File: config.mk
export PLATFORM = sky130hd
export DESIGN_NAME = chained_hash_table
export DESIGN_NICKNAME = d
export VERILOG_FILES = /design/src/hw/rtl/chtab_pkg.sv /design/src/hw/rtl/chtab_hash.sv /design/src/hw/rtl/chtab_node_mem.sv /design/src/hw/rtl/chained_hash_table.sv
export SDC_FILE = /design/constraint.sdc
export NUM_CORES = 2
export LEC_CHECK = 0
export BUFFER_PORTS_ARGS = -buffer_cell sky130_fd_sc_hd__clkbuf_2
export CAP_MARGIN = 25
export CORE_UTILIZATION = 45
export CTS_CLUSTER_SIZE = 40
export DETAILED_ROUTE_END_ITERATION = 10
export MAX_ROUTING_LAYER = met4
export PLACE_DENSITY_LB_ADDON = 0.05
export SETUP_SLACK_MARGIN = 0.1
export SLEW_MARGIN = 20
export SYNTH_ARGS = -nofsm -noshare
export SYNTH_HDL_FRONTEND = slang
export SYNTH_SLANG_ARGS = --single-unit
File: constraint.sdc
create_clock -name i_clk -period 3.8 [get_ports i_clk]
set_input_delay 0.19 -clock i_clk [delete_from_list [all_inputs] [get_ports i_clk]]
set_output_delay 0.19 -clock i_clk [all_outputs]
set_load 0.03 [all_outputs]
File: src/hw/rtl/chtab_pkg.sv
// Shared constants, types and the bucket-hash step for the chained hash table.
// No dependencies; every module of the block imports this package.
`default_nettype none

package chtab_pkg;

    // Table geometry
    localparam int BUCKETS  = 13;
    localparam int NODES    = 64;
    localparam int KEY_BITS = 16;

    // Port widths fixed by the interface
    localparam int KEY_W = 16;
    localparam int CNT_W = 7;

    // Node pointer holds an index or the null code NODES
    localparam int NODE_W = $clog2(NODES + 1);
    localparam int IDX_W  = (NODES > 1) ? $clog2(NODES) : 1;
    localparam logic [NODE_W-1:0] NIL = NODE_W'(NODES);

    // Bucket index and the hash digit walk (one nibble per step)
    localparam int BKT_W   = (BUCKETS > 1) ? $clog2(BUCKETS) : 1;
    localparam int MOD_W   = BKT_W + 5;
    localparam int KEY_NIB = (KEY_BITS + 3) / 4;
    localparam int KEY_PAD = KEY_NIB * 4;
    localparam int NIB_CW  = $clog2(KEY_NIB + 1);
    localparam logic [KEY_W-1:0] KEY_MASK = KEY_W'((64'd1 << KEY_BITS) - 64'd1);

    // Opcodes
    localparam logic [1:0] OP_INSERT = 2'd0;
    localparam logic [1:0] OP_SEARCH = 2'd1;
    localparam logic [1:0] OP_DELETE = 2'd2;
    localparam logic [1:0] OP_COUNT  = 2'd3;

    // Result status codes
    localparam logic [1:0] ST_OK     = 2'd0;
    localparam logic [1:0] ST_ABSENT = 2'd1;
    localparam logic [1:0] ST_FULL   = 2'd2;

    // Node memory write port
    typedef struct packed {
        logic              key_en;
        logic              link_en;
        logic [IDX_W-1:0]  addr;
        logic [KEY_W-1:0]  key;
        logic [NODE_W-1:0] link;
    } t_node_wr;

    // Node memory read port
    typedef struct packed {
        logic             en;
        logic [IDX_W-1:0] addr;
    } t_node_rd;

    // One hash step: (rem * 16 + nib) mod BUCKETS, with rem < BUCKETS.
    // The value stays below 16 * BUCKETS, so four restoring subtracts suffice.
    function automatic logic [BKT_W-1:0] mod_step(input logic [BKT_W-1:0] rem,
                                                  input logic [3:0]       nib);
        logic [MOD_W-1:0] v;
        logic [MOD_W-1:0] sub;
        v = {1'b0, rem, nib};
        for (int s = 3; s >= 0; s--) begin
            sub = MOD_W'(BUCKETS) << s;
            if (v >= sub) begin
                v = v - sub;
            end
        end
        return v[BKT_W-1:0];
    endfunction

endpackage

`default_nettype wire

File: src/hw/rtl/chtab_hash.sv
// Iterative bucket hash: key mod BUCKETS, one key nibble per cycle.
// Depends on chtab_pkg for widths and the mod_step function.
`default_nettype none

module chtab_hash import chtab_pkg::*; (
    input  wire logic             i_clk,
    input  wire logic             i_rst_n,
    input  wire logic             i_start,
    input  wire logic [KEY_W-1:0] i_key,
    output logic                  o_done,
    output logic [BKT_W-1:0]      o_bucket
);

    logic              r_busy;
    logic              r_done;
    logic [NIB_CW-1:0] r_cnt;
    logic [KEY_PAD-1:0] r_sh;
    logic [BKT_W-1:0]  r_rem;

    // Load the key, then fold in the top nibble each cycle
    always_ff @(posedge i_clk) begin
        if (!i_rst_n) begin
            r_busy <= 1'b0;
            r_done <= 1'b0;
            r_cnt  <= '0;
        end else begin
            r_done <= 1'b0;
            if (i_start) begin
                r_busy <= 1'b1;
                r_cnt  <= NIB_CW'(KEY_NIB);
                r_sh   <= KEY_PAD'(i_key[KEY_BITS-1:0]);
                r_rem  <= '0;
            end else if (r_busy) begin
                r_rem <= mod_step(r_rem, r_sh[KEY_PAD-1 -: 4]);
                r_sh  <= r_sh << 4;
                r_cnt <= r_cnt - NIB_CW'(1);
                if (r_cnt == NIB_CW'(1)) begin
                    r_busy <= 1'b0;
                    r_done <= 1'b1;
                end
            end
        end
    end

    assign o_done   = r_done;
    assign o_bucket = r_rem;

endmodule

`default_nettype wire

File: src/hw/rtl/chtab_node_mem.sv
// Node pool memory: key and link per node, one write and one registered read a cycle.
// Depends on chtab_pkg for the port structs and widths.
`default_nettype none

module chtab_node_mem import chtab_pkg::*; (
    input  wire logic     i_clk,
    input  wire t_node_wr i_wr,
    input  wire t_node_rd i_rd,
    output logic [KEY_W-1:0]  o_rd_key,
    output logic [NODE_W-1:0] o_rd_link
);

    logic [KEY_W-1:0]  r_key_mem  [NODES];
    logic [NODE_W-1:0] r_link_mem [NODES];

    // Write key and link fields independently
    always_ff @(posedge i_clk) begin
        if (i_wr.key_en) begin
            r_key_mem[i_wr.addr] <= i_wr.key;
        end
        if (i_wr.link_en) begin
            r_link_mem[i_wr.addr] <= i_wr.link;
        end
    end

    // Registered read
    always_ff @(posedge i_clk) begin
        if (i_rd.en) begin
            o_rd_key  <= r_key_mem[i_rd.addr];
            o_rd_link <= r_link_mem[i_rd.addr];
        end
    end

endmodule

`default_nettype wire

File: src/hw/rtl/chained_hash_table.sv
// Top level of the chained hash table: sequencer, bucket heads, free list and counters.
// Depends on chtab_pkg, chtab_hash and chtab_node_mem.
`default_nettype none

// Separate-chaining hash table over a pool of NODES nodes and BUCKETS chains.
// One operation is in flight at a time: o_stall is high from the transfer of an
// item until its result is loaded into the output register. The bucket hash folds
// one key nibble per cycle. With the output register free, a count goes straight
// to the result; an insert that reuses a freed node adds one free-list read
// (S_ALLOC); search and delete walk the chain, each node costing one registered
// read of the node memory and one compare, and a miss ends in S_WALK_RD, which
// detects the end of the chain; a delete hit adds S_FREE to push the node onto
// the free list.
// The output register holds a finished result while i_stall is high; reset needs no
// clearing pass.
module chained_hash_table import chtab_pkg::*; (
    input  wire logic             i_clk,
    input  wire logic             i_rst_n,
    input  wire logic             i_valid,
    output logic                  o_stall,
    input  wire logic [1:0]       i_opcode,
    input  wire logic [KEY_W-1:0] i_key,
    output logic                  o_valid,
    input  wire logic             i_stall,
    output logic [1:0]            o_status,
    output logic [KEY_W-1:0]      o_found_key,
    output logic [CNT_W-1:0]      o_entry_count
);

    localparam logic [3:0] S_IDLE     = 4'd0;
    localparam logic [3:0] S_HASH     = 4'd1;
    localparam logic [3:0] S_ALLOC    = 4'd2;
    localparam logic [3:0] S_INS      = 4'd3;
    localparam logic [3:0] S_WALK_RD  = 4'd4;
    localparam logic [3:0] S_WALK_CMP = 4'd5;
    localparam logic [3:0] S_FREE     = 4'd6;
    localparam logic [3:0] S_DONE     = 4'd7;

    logic [3:0]        r_state;
    logic [1:0]        r_op;
    logic [KEY_W-1:0]  r_key;
    logic [BKT_W-1:0]  r_bkt;
    logic [NODE_W-1:0] r_head [BUCKETS];
    logic [NODE_W-1:0] r_free_head;
    logic [NODE_W-1:0] r_fresh;
    logic [NODE_W-1:0] r_count;
    logic [NODE_W-1:0] r_node;
    logic [NODE_W-1:0] r_cur;
    logic [NODE_W-1:0] r_prev;
    logic [NODE_W-1:0] r_steps;
    logic [1:0]        r_status;
    logic [KEY_W-1:0]  r_fkey;
    logic              r_out_valid;

    logic              in_xfer;
    logic              hash_start;
    logic              hash_done;
    logic [BKT_W-1:0]  hash_bkt;
    logic              free_avail;
    logic              walk_ok;
    logic              key_hit;
    logic              out_free;
    logic [KEY_W-1:0]  in_key;
    t_node_wr          node_wr;
    t_node_rd          node_rd;
    logic [KEY_W-1:0]  rd_key;
    logic [NODE_W-1:0] rd_link;

    assign o_stall    = (r_state != S_IDLE);
    assign in_xfer    = i_valid && !o_stall;
    assign in_key     = i_key & KEY_MASK;
    assign hash_start = in_xfer && (i_opcode != OP_COUNT);
    assign free_avail = (r_free_head < NIL);
    assign walk_ok    = (r_cur < NIL) && (r_steps != NIL);
    assign key_hit    = (rd_key == r_key);
    assign out_free   = !r_out_valid || !i_stall;

    chtab_hash u_hash (
        .i_clk    (i_clk),
        .i_rst_n  (i_rst_n),
        .i_start  (hash_start),
        .i_key    (in_key),
        .o_done   (hash_done),
        .o_bucket (hash_bkt)
    );

    // Node memory reads: free-list pop or chain walk
    always_comb begin
        node_rd.en   = 1'b0;
        node_rd.addr = r_cur[IDX_W-1:0];
        if (r_state == S_HASH) begin
            node_rd.en   = hash_done && (r_op == OP_INSERT) && free_avail;
            node_rd.addr = r_free_head[IDX_W-1:0];
        end else if (r_state == S_WALK_RD) begin
            node_rd.en = walk_ok;
        end
    end

    // Node memory writes: new node, relink of predecessor, push onto free list
    always_comb begin
        node_wr.key_en  = 1'b0;
        node_wr.link_en = 1'b0;
        node_wr.addr    = r_node[IDX_W-1:0];
        node_wr.key     = r_key;
        node_wr.link    = r_head[r_bkt];
        case (r_state)
            S_INS: begin
                node_wr.key_en  = 1'b1;
                node_wr.link_en = 1'b1;
            end
            S_WALK_CMP: begin
                node_wr.link_en = key_hit && (r_op == OP_DELETE) && (r_prev < NIL);
                node_wr.addr    = r_prev[IDX_W-1:0];
                node_wr.link    = rd_link;
            end
            S_FREE: begin
                node_wr.link_en = 1'b1;
                node_wr.addr    = r_cur[IDX_W-1:0];
                node_wr.link    = r_free_head;
            end
            default: begin
                node_wr.link_en = 1'b0;
            end
        endcase
    end

    chtab_node_mem u_node_mem (
        .i_clk     (i_clk),
        .i_wr      (node_wr),
        .i_rd      (node_rd),
        .o_rd_key  (rd_key),
        .o_rd_link (rd_link)
    );

    // Sequencer, bucket heads, free list and output register
    always_ff @(posedge i_clk) begin
        if (!i_rst_n) begin
            r_state     <= S_IDLE;
            r_free_head <= NIL;
            r_fresh     <= '0;
            r_count     <= '0;
            r_out_valid <= 1'b0;
            for (int i = 0; i < BUCKETS; i++) begin
                r_head[i] <= NIL;
            end
        end else begin
            // Load a finished result, or drop the held one once it has been taken
            if ((r_state == S_DONE) && out_free) begin
                r_out_valid <= 1'b1;
            end else if (!i_stall) begin
                r_out_valid <= 1'b0;
            end
            case (r_state)
                S_IDLE: begin
                    if (in_xfer) begin
                        r_op  <= i_opcode;
                        r_key <= in_key;
                        if (i_opcode == OP_COUNT) begin
                            r_status <= ST_OK;
                            r_fkey   <= '0;
                            r_state  <= S_DONE;
                        end else begin
                            r_state <= S_HASH;
                        end
                    end
                end
                S_HASH: begin
                    if (hash_done) begin
                        r_bkt  <= hash_bkt;
                        r_fkey <= '0;
                        if (r_op == OP_INSERT) begin
                            if (free_avail) begin
                                r_state <= S_ALLOC;
                            end else if (r_fresh < NIL) begin
                                r_node  <= r_fresh;
                                r_fresh <= r_fresh + NODE_W'(1);
                                r_state <= S_INS;
                            end else begin
                                r_status <= ST_FULL;
                                r_state  <= S_DONE;
                            end
                        end else begin
                            r_cur   <= r_head[hash_bkt];
                            r_prev  <= NIL;
                            r_steps <= '0;
                            r_state <= S_WALK_RD;
                        end
                    end
                end
                S_ALLOC: begin
                    r_node      <= r_free_head;
                    r_free_head <= rd_link;
                    r_state     <= S_INS;
                end
                S_INS: begin
                    r_head[r_bkt] <= r_node;
                    r_count       <= r_count + NODE_W'(1);
                    r_status      <= ST_OK;
                    r_state       <= S_DONE;
                end
                S_WALK_RD: begin
                    if (!walk_ok) begin
                        r_status <= ST_ABSENT;
                        r_state  <= S_DONE;
                    end else begin
                        r_state <= S_WALK_CMP;
                    end
                end
                S_WALK_CMP: begin
                    if (key_hit) begin
                        if (r_op == OP_DELETE) begin
                            if (!(r_prev < NIL)) begin
                                r_head[r_bkt] <= rd_link;
                            end
                            r_state <= S_FREE;
                        end else begin
                            r_status <= ST_OK;
                            r_fkey   <= rd_key;
                            r_state  <= S_DONE;
                        end
                    end else begin
                        r_prev  <= r_cur;
                        r_cur   <= rd_link;
                        r_steps <= r_steps + NODE_W'(1);
                        r_state <= S_WALK_RD;
                    end
                end
                S_FREE: begin
                    r_free_head <= r_cur;
                    if (r_count != '0) begin
                        r_count <= r_count - NODE_W'(1);
                    end
                    r_status <= ST_OK;
                    r_state  <= S_DONE;
                end
                S_DONE: begin
                    // Hold until the output register is free
                    if (out_free) begin
                        o_status      <= r_status;
                        o_found_key   <= r_fkey;
                        o_entry_count <= CNT_W'(r_count);
                        r_state       <= S_IDLE;
                    end
                end
                default: begin
                    r_state <= S_IDLE;
                end
            endcase
        end
    end

    assign o_valid = r_out_valid;

    // A full pool means every node is stored
    a_full_count: assert property (@(posedge i_clk) disable iff (!i_rst_n)
        o_valid && (o_status == ST_FULL) |-> (o_entry_count == CNT_W'(NODES)))
        else $error("pool full reported with free nodes left");

    // Only a successful search carries a key
    a_fkey_zero: assert property (@(posedge i_clk) disable iff (!i_rst_n)
        o_valid && (o_status != ST_OK) |-> (o_found_key == '0))
        else $error("found key set on a failed operation");

    // Stored entries never exceed the pool
    a_count_bound: assert property (@(posedge i_clk) disable iff (!i_rst_n)
        r_count <= NIL)
        else $error("entry count above pool size");

    // The hash finishes only while the sequencer waits for it
    a_hash_state: assert property (@(posedge i_clk) disable iff (!i_rst_n)
        hash_done |-> (r_state == S_HASH))
        else $error("hash done outside hash state");

endmodule

`default_nettype wire
==> impl_metrics.env <==
export IMPL_run_status="complete, no violations"
export IMPL_route_vias_total=37600
export IMPL_syn_nets=3783
export IMPL_placedCellCount=5991
export IMPL_setup_viol=0
export IMPL_hold_class="in -> reg"
export IMPL_async_flop_share_pct=0
export IMPL_slowest_stage="nand2_1"
export IMPL_max_vdd_ir_drop_mv=0.542
export IMPL_routedWlPerCell_um=29.3
export IMPL_place_gp_congestion=0.899
export IMPL_groute_usage_overall_pct=24.3
export IMPL_cap_viol_max_count=0
export IMPL_first_pass_iters=7
export IMPL_worstSkewPairLatency_ns=0.82
export IMPL_ys_warn_count=0
export IMPL_rsz0062_at_grt="true"
export IMPL_start_util_pct=45.3
export IMPL_crit_type="reg -> reg"
export IMPL_syn_cell_area_um2=70800
export IMPL_layout_drive_gt1_share_pct=27.6
export IMPL_cp_start_kind="register"
export IMPL_numClockSinks=1758
export IMPL_fmax_mhz=272
export IMPL_syn_inst=3749
export IMPL_rows=145
export IMPL_routed_wl_mm=186
export IMPL_io_pins=49
export IMPL_yosysSeqAreaShare_pct=74.1
export IMPL_synth_edf_count=1720
export IMPL_fp_dieW_um=399
export IMPL_cts_tree="done"
export IMPL_clk_pin_slew_ns=0.06
export IMPL_overflow=0
export IMPL_hold_viol=0
export IMPL_worst_pin_slew_ns=0.977
export IMPL_leakagePower_nw=26.9
export IMPL_grt_pass1_wl_mm=270
export IMPL_max_stage_delay_ns=0.60
export IMPL_grt_pass1_vias=38400
export IMPL_synth_cell_type_count=77
export IMPL_synth_largest_area_cell="edfxtp_1"
export IMPL_io_buffers=48
export IMPL_crit_chain="buf_4 -> and2b_1 -> and2_1 -> nor2_1 -> and2_1 -> a221o_1 -> nor2_1 -> nand2_1 -> nor2_1 -> buf_4"
export IMPL_crit_top_cell="nor2_1"
export IMPL_drc=0
export IMPL_power_mw=53.4
export IMPL_synth_top_area_share_pct=73.0
export IMPL_post_route_period_util_pct=96.8
export IMPL_whs_ns=0.101
export IMPL_drt_vias_per_instance=5.92
export IMPL_drv_slew=0
export IMPL_clock_path_buffers=3
export IMPL_synth_area_leaders="edfxtp_1 (73%), mux4_2 (14%), nand2_1 (1.8%)"
export IMPL_core_area_um2=156000
export IMPL_grt_max_degree=65
export IMPL_drt_iter0_markers=3921
export IMPL_arrival_ns=4.15
export IMPL_ys_top_cells_by_count="edfxtp_1 (1720), mux4_2 (438), nand2_1 (333)"
export IMPL_dpl_hpwl_mm=114
export IMPL_ys_seq_elements=1758
export IMPL_worst_clock_skew_ns=0.0422
export IMPL_dieArea_um2=159000
export IMPL_final_nets=4174
export IMPL_area_delta_synth_final_pct=15.9
export IMPL_die_h_um=399
export IMPL_powerDensity_nw_per_um2=651
export IMPL_synth_area_per_cell_um2=18.9
export IMPL_synth_flop_cell="edfxtp_1"
export IMPL_design_area_um2=82000
export IMPL_diodes=0
export IMPL_cp_max_fo=16
export IMPL_h_tree_depth=4
export IMPL_antenna_found_initial=3
export IMPL_cts_root_buf="clkbuf_16"
export IMPL_endpoint_kind="register"
export IMPL_slew_headroom_pct=34.8
export IMPL_ant_nets=0
export IMPL_preCtsSetupSlack_ns=-0.257
export IMPL_cts_inserted_buffers=181
export IMPL_post_dp_cell_area_um2=75700
export IMPL_setup_ws_ns=0.122
export IMPL_required_ns=4.27
export IMPL_instances_no_fill=6349
export IMPL_synth_most_common_cell="edfxtp_1"
export IMPL_fin_crit_ns=3.68
## area by class of cell
| type | count | area, um2 |
|---|---|---|
| Fill cell | 12300 | 74200 |
| Sequential cell | 1758 | 52400 |
| Multi-Input combinational cell | 1748 | 17500 |
| Clock buffer | 231 | 4870 |
| Timing Repair Buffer | 427 | 3520 |
| Tap cell | 2058 | 2570 |
| Clock inverter | 103 | 1040 |
| Inverter | 24 | 90.1 |
## logic make-up (layout without fill, tap and decap cells)
family	after synthesis	after routing	share of synthesized area, %
AOI/OAI and AO/OA	376	376	3.77
xor gates and xnor gates	38	38	0.470
adders and majority gates	12	12	0.223
buffers and inverters	243	785	1.53
DFF	1758	1758	74.1
muxes	474	474	14.5
and+or+nand+nor	848	848	5.43
## worst paths after layout
| check | start | to | slack (ns) | cells after the start |
|---|---|---|---|---|
| setup reg to reg | r_state[1] | u_node_mem.r_key_mem[59][10] | 0.12 | 10 |
| hold / removal | i_valid | register | 0.10 | 4 |
| hold reg to reg | r_status[0] | o_status[0] | 0.42 | 0 |
| setup / recovery | r_state[1] | u_node_mem.r_key_mem[59][10] | 0.12 | 10 |
## critical path, delay by kind of cell (launching register included)
family                 cells  cell delay, ns
flip-flops                 1            0.39
AO/OA/AOI/OAI              1            0.29
AND/OR/NAND/NOR            7            2.13
buffers and inverters      2            0.52
## cells in the final DEF (no fill, tap or decap), drive strengths merged, types with 19 or more instances in the layout
master / netlist / layout
edfxtp: 1720 / 1720
clkinv: 0 / 66
and3: 33 / 33
mux2i: 25 / 25
dlygate4sd3: 0 / 19
xnor2: 27 / 27
inv: 24 / 33
clkbuf: 126 / 280
bufinv: 0 / 19
and2: 115 / 115
nor2: 256 / 256
o21ai: 24 / 24
buf: 93 / 359
nand2: 333 / 333
nand3: 49 / 49
a21oi: 69 / 69
a31oi: 51 / 51
mux4: 438 / 438
dfxtp: 38 / 38
a311oi: 46 / 46
a211oi: 118 / 118
## routing by layer
| layer | share of wire [%] | vias up | global-route usage, % |
|---|---|---|---|
| met5 | 0 | - | - |
| met4 | 3.0 | 0 | 7.51 |
| met3 | 5.8 | 284 | 3.51 |
| met2 | 48 | 1354 | 37.3 |
| met1 | 43 | 19900 | 33.8 |
| li1 | - | 16000 | - |
## power breakdown
group | leakage [nW] | switching [mW] | internal [mW]
logic | 8.15 | 7.85 | 5.50
registers | 15.9 | 0.305 | 22.0
clock network | 2.88 | 7.38 | 10.4
total | 26.9 | 15.5 | 37.9
## per-stage QoR
stage	utilization, %	TNS (ns)
3_5_place_dp	48.5	-57.98
2_1_floorplan	-	0
4_1_cts	52.4	0
5_1_grt	52.5	-4.45
6_report	52.5	0
3_3_place_gp	48.5	-31.74
## state kept, by name, indices dropped and copies added (netlist names), 16 cells and up, named ones only
name	flops
u_node_mem.r_link_mem	448
u_hash.r_sh	16
o_found_key	16
u_node_mem.r_key_mem	1024
r_key	16
r_head	112
r_fkey	16
u_node_mem.o_rd_key	16
## timing repair
action,in CTS,in global routing
buffers inserted,0,4
resized for setup,8,30
hold buffers,19,0
endpoints found under the setup margin,948,1087
gates cloned,0,1
endpoints found under the hold margin,38,0
No activity file was read; power rests on OpenSTA's default activity.
